**config.mk**
```make
export PLATFORM = sky130hd
export DESIGN_NAME = autorange_frequency_duty_meter
export DESIGN_NICKNAME = d
export VERILOG_FILES = /design/src/rtl/afdm_pkg.sv /design/src/rtl/afdm_div.sv /design/src/rtl/autorange_frequency_duty_meter.sv
export SDC_FILE = /design/constraint.sdc
export NUM_CORES = 2
export LEC_CHECK = 0
export BUFFER_PORTS_ARGS = -buffer_cell sky130_fd_sc_hd__clkbuf_2
export CAP_MARGIN = 30
export CORE_ASPECT_RATIO = 0.8
export CORE_UTILIZATION = 45
export CTS_CLUSTER_DIAMETER = 120
export DETAILED_ROUTE_END_ITERATION = 6
export GPL_ROUTABILITY_DRIVEN = 0
export GPL_TIMING_DRIVEN = 0
export PLACE_DENSITY_LB_ADDON = 0.1
export SLEW_MARGIN = 40
export SYNTH_ARGS = -nofsm -noshare
export SYNTH_HDL_FRONTEND = slang
export SYNTH_SLANG_ARGS = --single-unit
```
**constraint.sdc**
```tcl
create_clock -name clk -period 7.3 [get_ports clk]
set_input_delay 0.73 -clock clk [delete_from_list [all_inputs] [get_ports clk]]
set_output_delay 0.73 -clock clk [all_outputs]
set_load 0.02 [all_outputs]
```
**src/rtl/afdm_pkg.sv**
```systemverilog
// ----------------------------------------------------------------------------
// afdm_pkg - shared types and constants of the frequency / duty meter
// Operation codes, config register indexes, reset values, result limits,
// the prescaler shift table and the divider control/status words.
// ----------------------------------------------------------------------------
package afdm_pkg;

  localparam int SAMPLE_COUNT_BITS_DEF = 16;

  // config port
  localparam int CFG_IDX_W  = 1;
  localparam int CFG_DATA_W = 27;
  localparam logic [CFG_IDX_W-1:0] CFG_CLOCK_HZ         = 1'b0;
  localparam logic [CFG_IDX_W-1:0] CFG_LOW_PERIOD_LIMIT = 1'b1;

  localparam int CLOCK_HZ_W = 27;
  localparam int LIMIT_W    = 16;
  localparam logic [CLOCK_HZ_W-1:0] CLOCK_HZ_RESET  = 27'd48000000;
  localparam logic [LIMIT_W-1:0]    LOW_LIMIT_RESET = 16'd16000;

  // operation codes
  localparam logic OP_CAPTURE = 1'b0;
  localparam logic OP_CLOSE   = 1'b1;

  // field widths
  localparam int TICK_W  = 16;
  localparam int SUM_W   = 32;
  localparam int FREQ_W  = 34;
  localparam int DUTY_W  = 14;
  localparam int RANGE_W = 3;

  localparam logic [FREQ_W-1:0]  FREQ_MAX   = {FREQ_W{1'b1}};
  localparam logic [DUTY_W-1:0]  DUTY_FULL  = 14'd10000;
  localparam logic [RANGE_W-1:0] RANGE_MAX  = 3'd7;
  localparam logic [RANGE_W-1:0] RANGE_MIN  = 3'd0;
  localparam logic [TICK_W-1:0]  COUNT_OUT_MAX = 16'hFFFF;

  // divider iteration count; wide enough for every numerator width
  localparam int DIV_CNT_W = 8;

  typedef struct packed {
    logic                 start;
    logic [DIV_CNT_W-1:0] count;
  } div_ctl_t;

  typedef struct packed {
    logic busy;
    logic done;
    logic ovf;
  } div_sts_t;

  // prescaler code -> log2 of divider (1,2,4,8,16,64,256,1024)
  function automatic logic [3:0] range_shift(input logic [RANGE_W-1:0] code);
    logic [3:0] sh;
    case (code)
      3'd0: sh = 4'd0;
      3'd1: sh = 4'd1;
      3'd2: sh = 4'd2;
      3'd3: sh = 4'd3;
      3'd4: sh = 4'd4;
      3'd5: sh = 4'd6;
      3'd6: sh = 4'd8;
      3'd7: sh = 4'd10;
      default: sh = 4'd0;
    endcase
    return sh;
  endfunction

endpackage

```
**src/rtl/afdm_div.sv**
```systemverilog
// ----------------------------------------------------------------------------
// afdm_div - bit-serial restoring divider
// One quotient bit per cycle, numerator fed MSB first from a shift register.
// The numerator is left aligned by the caller; count gives the bits to use.
// Quotient bits shifted past the top set a sticky overflow flag.
// ----------------------------------------------------------------------------
module afdm_div #(
  parameter int NUM_W = 62,
  parameter int DEN_W = 48,
  parameter int Q_W   = 34
) (
  input  logic                      clk,
  input  logic                      rst_n,
  input  afdm_pkg::div_ctl_t        ctl,
  input  logic [NUM_W-1:0]          num,
  input  logic [DEN_W-1:0]          den,
  output afdm_pkg::div_sts_t        sts,
  output logic [Q_W-1:0]            quot
);

  logic [NUM_W-1:0]               num_r;
  logic [DEN_W-1:0]               den_r;
  logic [DEN_W-1:0]               rem_r;
  logic [Q_W-1:0]                 q_r;
  logic                           ovf_r;
  logic [afdm_pkg::DIV_CNT_W-1:0] cnt_r;
  logic                           busy_r;
  logic                           done_r;

  logic [DEN_W:0]   trial;
  logic [DEN_W+1:0] diff;
  logic             take;

  assign trial = {rem_r, num_r[NUM_W-1]};
  assign diff  = {1'b0, trial} - {2'b00, den_r};
  assign take  = ~diff[DEN_W+1];

  always_ff @(posedge clk) begin
    if (!rst_n) begin
      busy_r <= 1'b0;
      done_r <= 1'b0;
    end else begin
      done_r <= busy_r && (cnt_r == afdm_pkg::DIV_CNT_W'(1));
      if (ctl.start) begin
        busy_r <= 1'b1;
      end else if (busy_r && (cnt_r == afdm_pkg::DIV_CNT_W'(1))) begin
        busy_r <= 1'b0;
      end
    end
  end

  always_ff @(posedge clk) begin
    if (ctl.start) begin
      num_r <= num;
      den_r <= den;
      rem_r <= '0;
      q_r   <= '0;
      ovf_r <= 1'b0;
      cnt_r <= ctl.count;
    end else if (busy_r) begin
      num_r <= {num_r[NUM_W-2:0], 1'b0};
      rem_r <= take ? diff[DEN_W-1:0] : trial[DEN_W-1:0];
      q_r   <= {q_r[Q_W-2:0], take};
      ovf_r <= ovf_r | q_r[Q_W-1];
      cnt_r <= cnt_r - afdm_pkg::DIV_CNT_W'(1);
    end
  end

  assign sts.busy = busy_r;
  assign sts.done = done_r;
  assign sts.ovf  = ovf_r;
  assign quot     = q_r;

endmodule

```
**src/rtl/autorange_frequency_duty_meter.sv**
```systemverilog
// ----------------------------------------------------------------------------
// autorange_frequency_duty_meter - reciprocal frequency and duty meter
// Accumulates period / pulse captures over a window with an autoranging
// prescaler and reports mean period, mean pulse, frequency and duty on close.
// ----------------------------------------------------------------------------
// Usage:
//  - Input channel (in_valid / in_stall): one word is a capture sample or a
//    window close, picked by in_operation. A capture produces nothing; it
//    updates the window sums and the prescale code.
//  - Result channel (out_valid / out_stall): one word per window close.
//  - A close is worked by bit-serial arithmetic: a shift-add multiplier (one
//    multiplier bit per cycle, up to four products) and a restoring divider
//    (one quotient bit per cycle, up to four quotients of 32, 34+N, 46+N and
//    32 bits, N = SAMPLE_COUNT_BITS). An invalid window (a zero sample count)
//    skips the arithmetic and goes straight to the final state.
//  - in_stall is high while a close is being worked; captures are taken
//    every cycle otherwise, also while a result waits in the output register.
//  - out_stall only holds the output register; the next close waits in its
//    final state until that register is free, then loads it and clears the
//    window.
//  - Config (cfg_we / cfg_index / cfg_data) must be written only while idle; the block does not enforce it.
//  - Reset (rst_n low, synchronous) clears sums, counts, recent captures and
//    the prescale code (divide by one), and restores config reset values.
// ----------------------------------------------------------------------------
module autorange_frequency_duty_meter #(
  parameter int SAMPLE_COUNT_BITS = afdm_pkg::SAMPLE_COUNT_BITS_DEF
) (
  input  logic                            clk,
  input  logic                            rst_n,
  // config port
  input  logic                            cfg_we,
  input  logic [afdm_pkg::CFG_IDX_W-1:0]  cfg_index,
  input  logic [afdm_pkg::CFG_DATA_W-1:0] cfg_data,
  // input words
  input  logic                            in_valid,
  output logic                            in_stall,
  input  logic                            in_operation,
  input  logic [15:0]                     in_period_count,
  input  logic [15:0]                     in_pulse_count,
  input  logic                            in_pulse_valid,
  input  logic                            in_capture_error,
  input  logic                            in_counter_overflow,
  // result words
  output logic                            out_valid,
  input  logic                            out_stall,
  output logic [15:0]                     out_mean_period,
  output logic [15:0]                     out_mean_pulse,
  output logic [33:0]                     out_frequency_centihz,
  output logic [13:0]                     out_duty_centipercent,
  output logic [2:0]                      out_prescale_code,
  output logic [15:0]                     out_periods_counted,
  output logic [15:0]                     out_pulses_counted,
  output logic [15:0]                     out_last_period,
  output logic [15:0]                     out_last_pulse,
  output logic                            out_last_overflow,
  output logic                            out_result_valid
);

  localparam int CNT_W  = SAMPLE_COUNT_BITS;
  localparam int SUM_W  = afdm_pkg::SUM_W;
  localparam int PROD_W = SUM_W + CNT_W;                 // sum * count
  localparam int NUM_W  = PROD_W + afdm_pkg::DUTY_W;     // 10000 * sum * count
  localparam int NF_W   = afdm_pkg::FREQ_W + CNT_W;      // clock*100 * count
  localparam int DEN_W  = SUM_W + ((CNT_W > 10) ? CNT_W : 10);
  localparam int ML_W   = (CNT_W > afdm_pkg::DUTY_W) ? CNT_W : afdm_pkg::DUTY_W;
  localparam int SAT_W  = (CNT_W > 16) ? CNT_W : 16;
  localparam int FREQ_W = afdm_pkg::FREQ_W;
  localparam int DUTY_W = afdm_pkg::DUTY_W;

  typedef enum logic [3:0] {
    S_IDLE,
    S_MUL_NF,
    S_DIV_F,
    S_MUL_A,
    S_MUL_B,
    S_MUL_NA,
    S_DIV_D,
    S_DIV_MP,
    S_DIV_MQ,
    S_OUT
  } state_t;

  // control and window state
  state_t                           state_r, state_nxt;
  logic [afdm_pkg::CLOCK_HZ_W-1:0]  clock_hz_r, clock_hz_nxt;
  logic [afdm_pkg::LIMIT_W-1:0]     low_limit_r, low_limit_nxt;
  logic [SUM_W-1:0]                 period_sum_r, period_sum_nxt;
  logic [SUM_W-1:0]                 pulse_sum_r, pulse_sum_nxt;
  logic [CNT_W-1:0]                 period_samples_r, period_samples_nxt;
  logic [CNT_W-1:0]                 pulse_samples_r, pulse_samples_nxt;
  logic [afdm_pkg::RANGE_W-1:0]     range_code_r, range_code_nxt;
  logic [15:0]                      recent_period_r, recent_period_nxt;
  logic [15:0]                      recent_pulse_r, recent_pulse_nxt;
  logic                             recent_overflow_r, recent_overflow_nxt;
  logic                             out_valid_r, out_valid_nxt;

  // datapath
  logic [NUM_W-1:0]   p_r, p_nxt;      // product accumulator
  logic [NUM_W-1:0]   mc_r, mc_nxt;    // multiplicand, shifts left
  logic [ML_W-1:0]    ml_r, ml_nxt;    // multiplier, shifts right
  logic [PROD_W-1:0]  a_r, a_nxt;      // pulse_sum * periods
  logic [PROD_W-1:0]  b_r, b_nxt;      // period_sum * pulses
  logic [15:0]        mp_r, mp_nxt;
  logic [15:0]        mq_r, mq_nxt;
  logic [FREQ_W-1:0]  freq_r, freq_nxt;
  logic [DUTY_W-1:0]  duty_r, duty_nxt;

  // output payload
  logic [15:0]        o_mean_period_r, o_mean_period_nxt;
  logic [15:0]        o_mean_pulse_r, o_mean_pulse_nxt;
  logic [FREQ_W-1:0]  o_freq_r, o_freq_nxt;
  logic [DUTY_W-1:0]  o_duty_r, o_duty_nxt;
  logic [2:0]         o_prescale_r, o_prescale_nxt;
  logic [15:0]        o_periods_r, o_periods_nxt;
  logic [15:0]        o_pulses_r, o_pulses_nxt;
  logic [15:0]        o_last_period_r, o_last_period_nxt;
  logic [15:0]        o_last_pulse_r, o_last_pulse_nxt;
  logic               o_last_ovf_r, o_last_ovf_nxt;
  logic               o_result_valid_r, o_result_valid_nxt;

  // divider hookup
  afdm_pkg::div_ctl_t div_ctl;
  afdm_pkg::div_sts_t div_sts;
  logic [NUM_W-1:0]   div_num;
  logic [DEN_W-1:0]   div_den;
  logic [FREQ_W-1:0]  div_quot;

  // helpers
  logic               in_take;
  logic               window_ok;
  logic [SUM_W:0]     per_add;
  logic [SUM_W:0]     pul_add;
  logic [FREQ_W-1:0]  clk100;
  logic [DEN_W-1:0]   period_den;
  logic [SAT_W-1:0]   per_cnt_ext;
  logic [SAT_W-1:0]   pul_cnt_ext;

  assign in_stall  = (state_r != S_IDLE);
  assign in_take   = in_valid && !in_stall;
  assign window_ok = (|period_samples_r) && (|pulse_samples_r);
  assign per_add   = {1'b0, period_sum_r} + (SUM_W+1)'(in_period_count);
  assign pul_add   = {1'b0, pulse_sum_r} + (SUM_W+1)'(in_pulse_count);

  // clock_hz * 100 = (x << 6) + (x << 5) + (x << 2)
  assign clk100 = (FREQ_W'(clock_hz_r) << 6) + (FREQ_W'(clock_hz_r) << 5)
                + (FREQ_W'(clock_hz_r) << 2);

  // period sum scaled by the prescaler divider
  assign period_den = DEN_W'({10'b0, period_sum_r} << afdm_pkg::range_shift(range_code_r));

  assign per_cnt_ext = SAT_W'(period_samples_r);
  assign pul_cnt_ext = SAT_W'(pulse_samples_r);

  afdm_div #(
    .NUM_W (NUM_W),
    .DEN_W (DEN_W),
    .Q_W   (FREQ_W)
  ) u_div (
    .clk   (clk),
    .rst_n (rst_n),
    .ctl   (div_ctl),
    .num   (div_num),
    .den   (div_den),
    .sts   (div_sts),
    .quot  (div_quot)
  );

  always_comb begin
    state_nxt           = state_r;
    clock_hz_nxt        = clock_hz_r;
    low_limit_nxt       = low_limit_r;
    period_sum_nxt      = period_sum_r;
    pulse_sum_nxt       = pulse_sum_r;
    period_samples_nxt  = period_samples_r;
    pulse_samples_nxt   = pulse_samples_r;
    range_code_nxt      = range_code_r;
    recent_period_nxt   = recent_period_r;
    recent_pulse_nxt    = recent_pulse_r;
    recent_overflow_nxt = recent_overflow_r;
    out_valid_nxt       = out_valid_r;

    p_nxt    = p_r;
    mc_nxt   = mc_r;
    ml_nxt   = ml_r;
    a_nxt    = a_r;
    b_nxt    = b_r;
    mp_nxt   = mp_r;
    mq_nxt   = mq_r;
    freq_nxt = freq_r;
    duty_nxt = duty_r;

    o_mean_period_nxt  = o_mean_period_r;
    o_mean_pulse_nxt   = o_mean_pulse_r;
    o_freq_nxt         = o_freq_r;
    o_duty_nxt         = o_duty_r;
    o_prescale_nxt     = o_prescale_r;
    o_periods_nxt      = o_periods_r;
    o_pulses_nxt       = o_pulses_r;
    o_last_period_nxt  = o_last_period_r;
    o_last_pulse_nxt   = o_last_pulse_r;
    o_last_ovf_nxt     = o_last_ovf_r;
    o_result_valid_nxt = o_result_valid_r;

    div_ctl = '0;
    div_num = '0;
    div_den = '0;

    // config writes
    if (cfg_we) begin
      case (cfg_index)
        afdm_pkg::CFG_CLOCK_HZ:         clock_hz_nxt  = cfg_data[afdm_pkg::CLOCK_HZ_W-1:0];
        afdm_pkg::CFG_LOW_PERIOD_LIMIT: low_limit_nxt = cfg_data[afdm_pkg::LIMIT_W-1:0];
        default: ;
      endcase
    end

    // output register drains
    if (out_valid_r && !out_stall) begin
      out_valid_nxt = 1'b0;
    end

    // shift-add multiplier step, one multiplier bit per cycle
    if (ml_r != '0) begin
      if (ml_r[0]) begin
        p_nxt = p_r + mc_r;
      end
      mc_nxt = {mc_r[NUM_W-2:0], 1'b0};
      ml_nxt = {1'b0, ml_r[ML_W-1:1]};
    end

    case (state_r)
      S_IDLE: begin
        if (in_take) begin
          if (in_operation == afdm_pkg::OP_CAPTURE) begin
            recent_period_nxt   = in_period_count;
            recent_overflow_nxt = in_counter_overflow;
            if (in_counter_overflow) begin
              if (range_code_r != afdm_pkg::RANGE_MAX) begin
                range_code_nxt = range_code_r + 3'd1;
              end
            end else if (in_period_count < low_limit_r) begin
              if (range_code_r != afdm_pkg::RANGE_MIN) begin
                range_code_nxt = range_code_r - 3'd1;
              end
            end
            if (in_pulse_valid) begin
              recent_pulse_nxt = in_pulse_count;
              if (!in_capture_error && !(&pulse_samples_r) && !pul_add[SUM_W]) begin
                pulse_samples_nxt = pulse_samples_r + CNT_W'(1);
                pulse_sum_nxt     = pul_add[SUM_W-1:0];
              end
            end
            if (!in_capture_error && !(&period_samples_r) && !per_add[SUM_W]) begin
              period_samples_nxt = period_samples_r + CNT_W'(1);
              period_sum_nxt     = per_add[SUM_W-1:0];
            end
          end else if (window_ok) begin
            p_nxt     = '0;
            mc_nxt    = NUM_W'(clk100);
            ml_nxt    = ML_W'(period_samples_r);
            state_nxt = S_MUL_NF;
          end else begin
            mp_nxt    = '0;
            mq_nxt    = '0;
            freq_nxt  = '0;
            duty_nxt  = '0;
            state_nxt = S_OUT;
          end
        end
      end

      S_MUL_NF: begin
        if (ml_r == '0) begin
          div_ctl.start = 1'b1;
          div_ctl.count = afdm_pkg::DIV_CNT_W'(NF_W);
          div_num       = {p_r[NF_W-1:0], {(NUM_W-NF_W){1'b0}}};
          div_den       = period_den;
          state_nxt     = S_DIV_F;
        end
      end

      S_DIV_F: begin
        if (div_sts.done) begin
          freq_nxt  = div_sts.ovf ? afdm_pkg::FREQ_MAX : div_quot;
          p_nxt     = '0;
          mc_nxt    = NUM_W'(pulse_sum_r);
          ml_nxt    = ML_W'(period_samples_r);
          state_nxt = S_MUL_A;
        end
      end

      S_MUL_A: begin
        if (ml_r == '0) begin
          a_nxt     = p_r[PROD_W-1:0];
          p_nxt     = '0;
          mc_nxt    = NUM_W'(period_sum_r);
          ml_nxt    = ML_W'(pulse_samples_r);
          state_nxt = S_MUL_B;
        end
      end

      S_MUL_B: begin
        if (ml_r == '0) begin
          b_nxt = p_r[PROD_W-1:0];
          if (a_r >= p_r[PROD_W-1:0]) begin
            duty_nxt      = afdm_pkg::DUTY_FULL;
            div_ctl.start = 1'b1;
            div_ctl.count = afdm_pkg::DIV_CNT_W'(SUM_W);
            div_num       = {period_sum_r, {(NUM_W-SUM_W){1'b0}}};
            div_den       = DEN_W'(period_samples_r);
            state_nxt     = S_DIV_MP;
          end else begin
            p_nxt     = '0;
            mc_nxt    = NUM_W'(a_r);
            ml_nxt    = ML_W'(afdm_pkg::DUTY_FULL);
            state_nxt = S_MUL_NA;
          end
        end
      end

      S_MUL_NA: begin
        if (ml_r == '0) begin
          div_ctl.start = 1'b1;
          div_ctl.count = afdm_pkg::DIV_CNT_W'(NUM_W);
          div_num       = p_r;
          div_den       = DEN_W'(b_r);
          state_nxt     = S_DIV_D;
        end
      end

      S_DIV_D: begin
        if (div_sts.done) begin
          duty_nxt      = div_quot[DUTY_W-1:0];
          div_ctl.start = 1'b1;
          div_ctl.count = afdm_pkg::DIV_CNT_W'(SUM_W);
          div_num       = {period_sum_r, {(NUM_W-SUM_W){1'b0}}};
          div_den       = DEN_W'(period_samples_r);
          state_nxt     = S_DIV_MP;
        end
      end

      S_DIV_MP: begin
        if (div_sts.done) begin
          mp_nxt        = div_quot[15:0];
          div_ctl.start = 1'b1;
          div_ctl.count = afdm_pkg::DIV_CNT_W'(SUM_W);
          div_num       = {pulse_sum_r, {(NUM_W-SUM_W){1'b0}}};
          div_den       = DEN_W'(pulse_samples_r);
          state_nxt     = S_DIV_MQ;
        end
      end

      S_DIV_MQ: begin
        if (div_sts.done) begin
          mq_nxt    = div_quot[15:0];
          state_nxt = S_OUT;
        end
      end

      S_OUT: begin
        if (!out_valid_r || !out_stall) begin
          o_mean_period_nxt = mp_r;
          o_mean_pulse_nxt  = mq_r;
          // zero period sum with live counts: pin frequency and duty
          if (window_ok && (period_sum_r == '0)) begin
            o_freq_nxt = afdm_pkg::FREQ_MAX;
            o_duty_nxt = afdm_pkg::DUTY_FULL;
          end else begin
            o_freq_nxt = freq_r;
            o_duty_nxt = duty_r;
          end
          o_prescale_nxt     = range_code_r;
          o_periods_nxt      = (per_cnt_ext > SAT_W'(afdm_pkg::COUNT_OUT_MAX))
                             ? afdm_pkg::COUNT_OUT_MAX : per_cnt_ext[15:0];
          o_pulses_nxt       = (pul_cnt_ext > SAT_W'(afdm_pkg::COUNT_OUT_MAX))
                             ? afdm_pkg::COUNT_OUT_MAX : pul_cnt_ext[15:0];
          o_last_period_nxt  = recent_period_r;
          o_last_pulse_nxt   = recent_pulse_r;
          o_last_ovf_nxt     = recent_overflow_r;
          o_result_valid_nxt = window_ok;
          out_valid_nxt      = 1'b1;
          // window restarts
          period_sum_nxt     = '0;
          pulse_sum_nxt      = '0;
          period_samples_nxt = '0;
          pulse_samples_nxt  = '0;
          state_nxt          = S_IDLE;
        end
      end

      default: begin
        state_nxt = S_IDLE;
      end
    endcase
  end

  // state and control
  always_ff @(posedge clk) begin
    if (!rst_n) begin
      state_r           <= S_IDLE;
      clock_hz_r        <= afdm_pkg::CLOCK_HZ_RESET;
      low_limit_r       <= afdm_pkg::LOW_LIMIT_RESET;
      period_sum_r      <= '0;
      pulse_sum_r       <= '0;
      period_samples_r  <= '0;
      pulse_samples_r   <= '0;
      range_code_r      <= afdm_pkg::RANGE_MIN;
      recent_period_r   <= '0;
      recent_pulse_r    <= '0;
      recent_overflow_r <= 1'b0;
      out_valid_r       <= 1'b0;
    end else begin
      state_r           <= state_nxt;
      clock_hz_r        <= clock_hz_nxt;
      low_limit_r       <= low_limit_nxt;
      period_sum_r      <= period_sum_nxt;
      pulse_sum_r       <= pulse_sum_nxt;
      period_samples_r  <= period_samples_nxt;
      pulse_samples_r   <= pulse_samples_nxt;
      range_code_r      <= range_code_nxt;
      recent_period_r   <= recent_period_nxt;
      recent_pulse_r    <= recent_pulse_nxt;
      recent_overflow_r <= recent_overflow_nxt;
      out_valid_r       <= out_valid_nxt;
    end
  end

  // datapath and result payload, no reset
  always_ff @(posedge clk) begin
    p_r              <= p_nxt;
    mc_r             <= mc_nxt;
    ml_r             <= ml_nxt;
    a_r              <= a_nxt;
    b_r              <= b_nxt;
    mp_r             <= mp_nxt;
    mq_r             <= mq_nxt;
    freq_r           <= freq_nxt;
    duty_r           <= duty_nxt;
    o_mean_period_r  <= o_mean_period_nxt;
    o_mean_pulse_r   <= o_mean_pulse_nxt;
    o_freq_r         <= o_freq_nxt;
    o_duty_r         <= o_duty_nxt;
    o_prescale_r     <= o_prescale_nxt;
    o_periods_r      <= o_periods_nxt;
    o_pulses_r       <= o_pulses_nxt;
    o_last_period_r  <= o_last_period_nxt;
    o_last_pulse_r   <= o_last_pulse_nxt;
    o_last_ovf_r     <= o_last_ovf_nxt;
    o_result_valid_r <= o_result_valid_nxt;
  end

  assign out_valid             = out_valid_r;
  assign out_mean_period       = o_mean_period_r;
  assign out_mean_pulse        = o_mean_pulse_r;
  assign out_frequency_centihz = o_freq_r;
  assign out_duty_centipercent = o_duty_r;
  assign out_prescale_code     = o_prescale_r;
  assign out_periods_counted   = o_periods_r;
  assign out_pulses_counted    = o_pulses_r;
  assign out_last_period       = o_last_period_r;
  assign out_last_pulse        = o_last_pulse_r;
  assign out_last_overflow     = o_last_ovf_r;
  assign out_result_valid      = o_result_valid_r;

  // ---------------------------------------------------------------------------
  // checks
  // ---------------------------------------------------------------------------
  a_div_start_idle: assert property (@(posedge clk) disable iff (!rst_n)
    div_ctl.start |-> !div_sts.busy)
    else $error("divider started while busy");

  a_capture_one_cycle: assert property (@(posedge clk) disable iff (!rst_n)
    (in_take && (in_operation == afdm_pkg::OP_CAPTURE)) |=> (state_r == S_IDLE))
    else $error("capture left idle state");

  a_duty_bound: assert property (@(posedge clk) disable iff (!rst_n)
    out_valid_r |-> (o_duty_r <= afdm_pkg::DUTY_FULL))
    else $error("duty above full scale");

  a_invalid_zero: assert property (@(posedge clk) disable iff (!rst_n)
    (out_valid_r && !o_result_valid_r) |->
      ((o_freq_r == '0) && (o_duty_r == '0) && (o_mean_period_r == '0)
       && (o_mean_pulse_r == '0)))
    else $error("invalid window with nonzero results");

  a_valid_counts: assert property (@(posedge clk) disable iff (!rst_n)
    (out_valid_r && o_result_valid_r) |-> ((o_periods_r != '0) && (o_pulses_r != '0)))
    else $error("valid result with empty count");

endmodule
```
# Yosys cells after proc, flatten, opt, wreduce, memory -nomap -nowiden

Memories as Yosys holds them, arrays and structs flattened. A register that Yosys moved wholly into a read port is not among the register bits.
Index checks and enable logic that the tools add are counted.

Register bits after elaboration: 848
Bits in read-only memories: 32
Input port bits: 69
Output and inout bits: 151
Word-level logic and storage cells: 260
Memories kept: 1

Memories:

| memory          | words | bits a word | read ports | clocked after Yosys merged registers in | wr ports | line           | RTL |
|---|---|---|---|---|---|---|---|
| (no name shown) | 8     | 4           | 1          | 1                                       | 0        | afdm_pkg.sv:55 | `case (code)` |

$add $sub $neg: 11
Magnitude comparators: 4
Eq/ne operators: 29
Shifts and indexed selects: 1
Multiplexer cells: 117
Bitwise gates (word level): 4
Reductions and logical operators: 53

Operator list:

| cell                             | count |
|---|---|
| two-way mux 62 bit               | 25 |
| case mux 62 bit (4 select lines) | 2 |
| two-way mux 16 bit               | 24 |
| case mux 62 bit (5 select lines) | 1 |
| two-way mux 32 bit               | 8 |
| case mux 48 bit (5 select lines) | 1 |
| two-way mux 34 bit               | 5 |
| two-way mux 48 bit               | 3 |
| case mux 16 bit (2 select lines) | 4 |
| case mux 32 bit (2 select lines) | 2 |
| two-way mux 14 bit               | 6 |
| case mux 34 bit (2 select lines) | 1 |
| adder 32 x 16 -> 33 bit          | 2 |
| case mux 16 bit (4 select lines) | 1 |
| adder 62 bit                     | 1 |
| subtractor 49 x 48 -> 50 bit     | 1 |
| >= comparator 48 bit             | 1 |
| two-way mux 4 bit                | 12 |
| << shifter 32 x 4 -> 48 bit      | 1 |
| two-way mux 9 bit                | 5 |
| case mux 14 bit (3 select lines) | 1 |
| case mux 4 bit (10 select lines) | 1 |
| case mux 9 bit (4 select lines)  | 1 |
| adder 33 x 32 -> 34 bit          | 1 |
| other kinds (41)                 | 109 |

# Longest topological paths before layout

Word-level depth: 9
Depth in mapped cells: 16
Depth with buffers taken out: 15

# Hierarchy

From an unflattened synthesis, not the netlist that was laid out.

Cells, all modules: 5,050
Area total of the unflattened synthesis: 48,149.9 sq um

By module, submodules not included:

| module                         | times used | cells each | area each (sq um) | sequential area each (sq um) |
|---|---|---|---|---|
| autorange_frequency_duty_meter | 1          | 3,973      | 37,223.2          | 16,245.6 |
| afdm_div                       | 1          | 1,077      | 10,926.7          | 5,245.0 |

# Worst setup path before layout

Ideal clock, no wire load.

Path kind: input to register
Start: input out_stall
End: register period_sum_r[29]
Setup time: 0.121 ns
Data arrival time: 5.285 ns
Data required time: 7.179 ns
Setup slack: 1.894 ns
Cell stages on the path: 10
Buffers on the path: 2
Cells stage by stage: nand2_1 -> nand4_1 -> inv_1 -> nor2_1 -> and3_1 -> clkbuf_1 -> nor2_1 -> buf_2 -> nand4_1 -> mux2_2

Cells in the longest elaborated chain, start to end: 4

Ends and longest elaborated chain:

| item                            | line                                  | RTL |
|---|---|---|
| start, declared                 | autorange_frequency_duty_meter.sv:45  | `input logic out_stall,` |
| zero test 1 bit                 | autorange_frequency_duty_meter.sv:361 | `if (!out_valid_r \|\| !out_stall) begin` |
| logical OR 1 bit                | autorange_frequency_duty_meter.sv:361 |  |
| inequality test 2 bit (no line) | n/a                                   |  |
| AND reduction 5 bit (no line)   | n/a                                   |  |
| end signal, assigned            | autorange_frequency_duty_meter.sv:416 | `period_sum_r <= period_sum_nxt;` |
| end, declared                   | autorange_frequency_duty_meter.sv:87  | `logic [SUM_W-1:0] period_sum_r, period_sum_nxt;` |

No other way between the ends.
A chain may end at the register's enable or synchronous reset.

# Worst setup path in the final report

Start: register p_r[13]
End: register u_div.num_r[48] (enable)

Cells in the longest elaborated chain, start to end: 5

Ends and longest elaborated chain:

| item                            | line                                  | RTL |
|---|---|---|
| start, declared                 | autorange_frequency_duty_meter.sv:98  | `logic [NUM_W-1:0] p_r, p_nxt;` |
| start signal, assigned          | autorange_frequency_duty_meter.sv:430 | `p_r <= p_nxt;` |
| >= comparator 48 bit            | autorange_frequency_duty_meter.sv:305 | `if (a_r >= p_r[PROD_W-1:0]) begin` |
| two-way mux 9 bit               | autorange_frequency_duty_meter.sv:305 |  |
| two-way mux 9 bit               | autorange_frequency_duty_meter.sv:303 | `if (ml_r == '0) begin` |
| case mux 9 bit (4 select lines) | autorange_frequency_duty_meter.sv:231 | `case (state_r)` |
| nonzero test 2 bit (no line)    | n/a                                   |  |
| end signal, assigned            | afdm_div.sv:54                        | `num_r <= num;` |
| end signal, assigned            | afdm_div.sv:61                        | `num_r <= {num_r[NUM_W-2:0], 1'b0};` |
| end, declared                   | afdm_div.sv:21                        | `logic [NUM_W-1:0] num_r;` |

No other way between the ends.

==> metrics.txt <==
run status=finished with violations; violated checks=design-rule violations; syn nets=5253; Leakage Power=20.32 nW; Cell variety after synth=95; CTS resizes=0; Main synth FF type=edfxtp_1; Total Power=18.90 mW; initial antenna violation count=8; Avg Inst Size Synth=9.557 um2; Nets=5578; Finished Core Util=51.74%; Data required, critical path=7.71 ns; Finished Cell Area=0.05329 mm2; Final Hold Fails=0; Synth Area in XOR/XNOR=3.562%; Global Route met2 Usage=42.18%; FFs w/ async S/R, synth=0%; Sw Pwr=7.646 mW; vias in the first global route=37450; Pwr Density=354.6 mW/mm2; area grow syn2layout=13.48%; Slew Limit Fails=0; routing usage on met1=44.67%; Clock Sinks=852; hold crit path type=primary input to flip-flop; wire length per cell=24.25 um; FF-to-FF path depth=16; clock transition at the registers of the reported paths=0.06 ns; post-synth top area share=28.32%; die footprint=0.1057 mm2; total CTS buffers=90; Synth Area in Compound Gates=18.67%; period utilization=77.48%; Ys Warns=0; Peak VDD IR=174.4 uV; Comb power frac=37.3%; Clock Tree Root=clkbuf_16; drt drc=27; CTS Buffer Depth=3; worst path arrival time=6.06 ns; first-pass GRT wire length=240900 um; Die Width=363.2 um; slew of the pin with the lowest slew margin=0.9562 ns; Worst setup SP type=flip-flop; top cells by count, synth=nand2_1, nor2_1, edfxtp_1; Fmax=176.8 MHz; Sw Share=40.46%; GR peak layer=met1; H-tree depth=3; Setup violations, final=0; Mapped Cells=4914; Tmin final=5.656 ns; largest net degree at the start of global routing=81; total global routing overflow=0; synthesis-stage register bit count=852; met3 Usage GRT=8.068%; WS Path Type=flip-flop to flip-flop; Sum Neg Setup Slack=0 ns; initial drt markers=5095; largest family of logic cells by synthesized area=compound AO/OA/AOI/OAI gates; Final ANT Viol Nets=0; CTS tree=yes; drt pass-1 iters=7; GRT Util Overall=30.29%; Worst Clk Skew=0.02861 ns; Crit. End Element=flip-flop; largest cells by area after synthesis=edfxtp_1, dfxtp_1, ha_1, nand2_1, mux2i_1; unrepaired setup endpoints after global routing=no; top-count cell post-synth=nand2_1; Syn Std Cell Area=0.04697 mm2; Port Buffers=219; adder-cell share of the synthesized area=7.657%; Final WS setup=1.644 ns; Post-synth EDFFs=443; Post-DP HPWL=124800 um; Placement Rows=105; worst slack at placement=1.908 ns; Rel. slew slack=36.25%; Die Y=291.0 um; Starting Density=45.60%; post-DR vias/cell=5.996; internal power=11.25 mW; detailed-route wire length=162600 um; post-synthesis sequential area ratio=45.76%; worst-skew pair later-pin latency=0.71 ns; WHS Path Cells=3; Post-CTS Setup Inserts=0; Max-Cap Viols=0; Post-Synth Simple-Gate Area=15.35%; Post-Place Cell Area=0.05009 mm2; core area=0.1030 mm2; layout cells sized above 1=9.688%; number of hold buffers added after cts=0; leading area contributor after synthesis=edfxtp_1; num ports=220; mux share of post-synthesis cell area=4.913%; share of total power in the clock network=26.5%; vias after detailed routing=40220; Reg power frac=36.2%; critical path fanouts, max=38
==> registers in the layout, summed over array words and instances (netlist names), 27 cells and up, named ones only <==
name	flops
u_div.den_r	48
mc_r	62
pulse_sum_r	32
period_sum_r	32
u_div.num_r	62
clock_hz_r	27
u_div.quot	34
a_r	48
out_frequency_centihz	34
freq_r	34
p_r	62
u_div.rem_r	48
b_r	48
==> power by group through the flow <==
stage,clock [mW],combinational (mW),sequential (mW)
6_report,5.00,7.05,6.84
5_1_grt,5.25,7.67,6.86
4_1_cts,5.08,6.86,6.79
3_5_place_dp,0,6.82,6.88
3_3_place_gp,0,6.68,6.93
2_1_floorplan,0,4.74,6.48
==> final timing paths <==
| path | start | endpoint | slack (ns) |
|---|---|---|---|
| setup / recovery | p_r[13] | u_div.num_r[48] | 1.64 |
| setup reg to reg | p_r[13] | u_div.num_r[48] | 1.64 |
| hold reg to reg | mq_r[14] | out_mean_pulse[14] | 0.42 |
| hold / removal | cfg_data[19] | clock_hz_r[19] | 0.26 |
==> routing by layer <==
metal  wire length (um)  vias up
met5                  0        -
met1              73900    19570
met4               6184        0
met3              16960      306
met2              65600     1787
li1                   -    18560
==> worst max-delay path, cell delays in order, from the launching register on <==
cell,delay (ns)
dfxtp_1,0.72
inv_1,0.11
ha_1,0.33
a21o_1,0.16
a21o_1,0.18
a21oi_1,0.32
o41ai_1,0.13
o21ai_0,0.68
a2bb2oi_1,0.30
buf_2,0.35
nand4b_1,0.16
a21o_1,0.12
buf_2,0.28
clkbuf_1,0.41
buf_2,0.37
nand2_4,0.33
buf_12,0.35
==> placed cells by master, fill, tap and decap left out, types with 181 or more instances in the layout <==
cell type | netlist | final
dfxtp_1 | 409 | 409
inv_1 | 204 | 203
o21ai_0 | 238 | 237
clkbuf_1 | 234 | 235
ha_1 | 241 | 241
clkbuf_2 | 0 | 231
edfxtp_1 | 443 | 443
mux2i_1 | 181 | 181
nor2_1 | 462 | 460
a21oi_1 | 359 | 356
nand2_1 | 596 | 595
==> cell type report <==
class / count / area [um2]
Antenna cell: 1 / 2.502
Buffer: 289 / 1167
Clock buffer: 120 / 2591
Clock inverter: 49 / 608.1
Fill cell: 9710 / 49710
Inverter: 207 / 784.5
Multi-Input combinational cell: 3566 / 23620
Sequential cell: 852 / 21490
Tap cell: 1391 / 1740
Timing Repair Buffer: 233 / 1292
==> cells by family (layout without fill, tap and decap cells) <==
kind of cell             Yosys count  after routing
multiplexers                     211            211
buffers and inverters            496            898
XOR/XNOR                         191            191
other                              0              1
AO/OA/AOI/OAI                   1310           1310
AND/OR/NAND/NOR                 1584           1584
adder cells (fa/ha/maj)          270            270
flip-flops                       852            852
==> metrics by stage <==
step                      std cells  hold slack [ns]
final                          6708           0.2580
after global routing           6707           0.2377
after CTS                      6707           0.2204
after detailed placement       6538           0.4052
after global placement         6524           0.4024
after floorplan                4914           0.4003
Note: power is estimated with default switching activity, not from simulation.
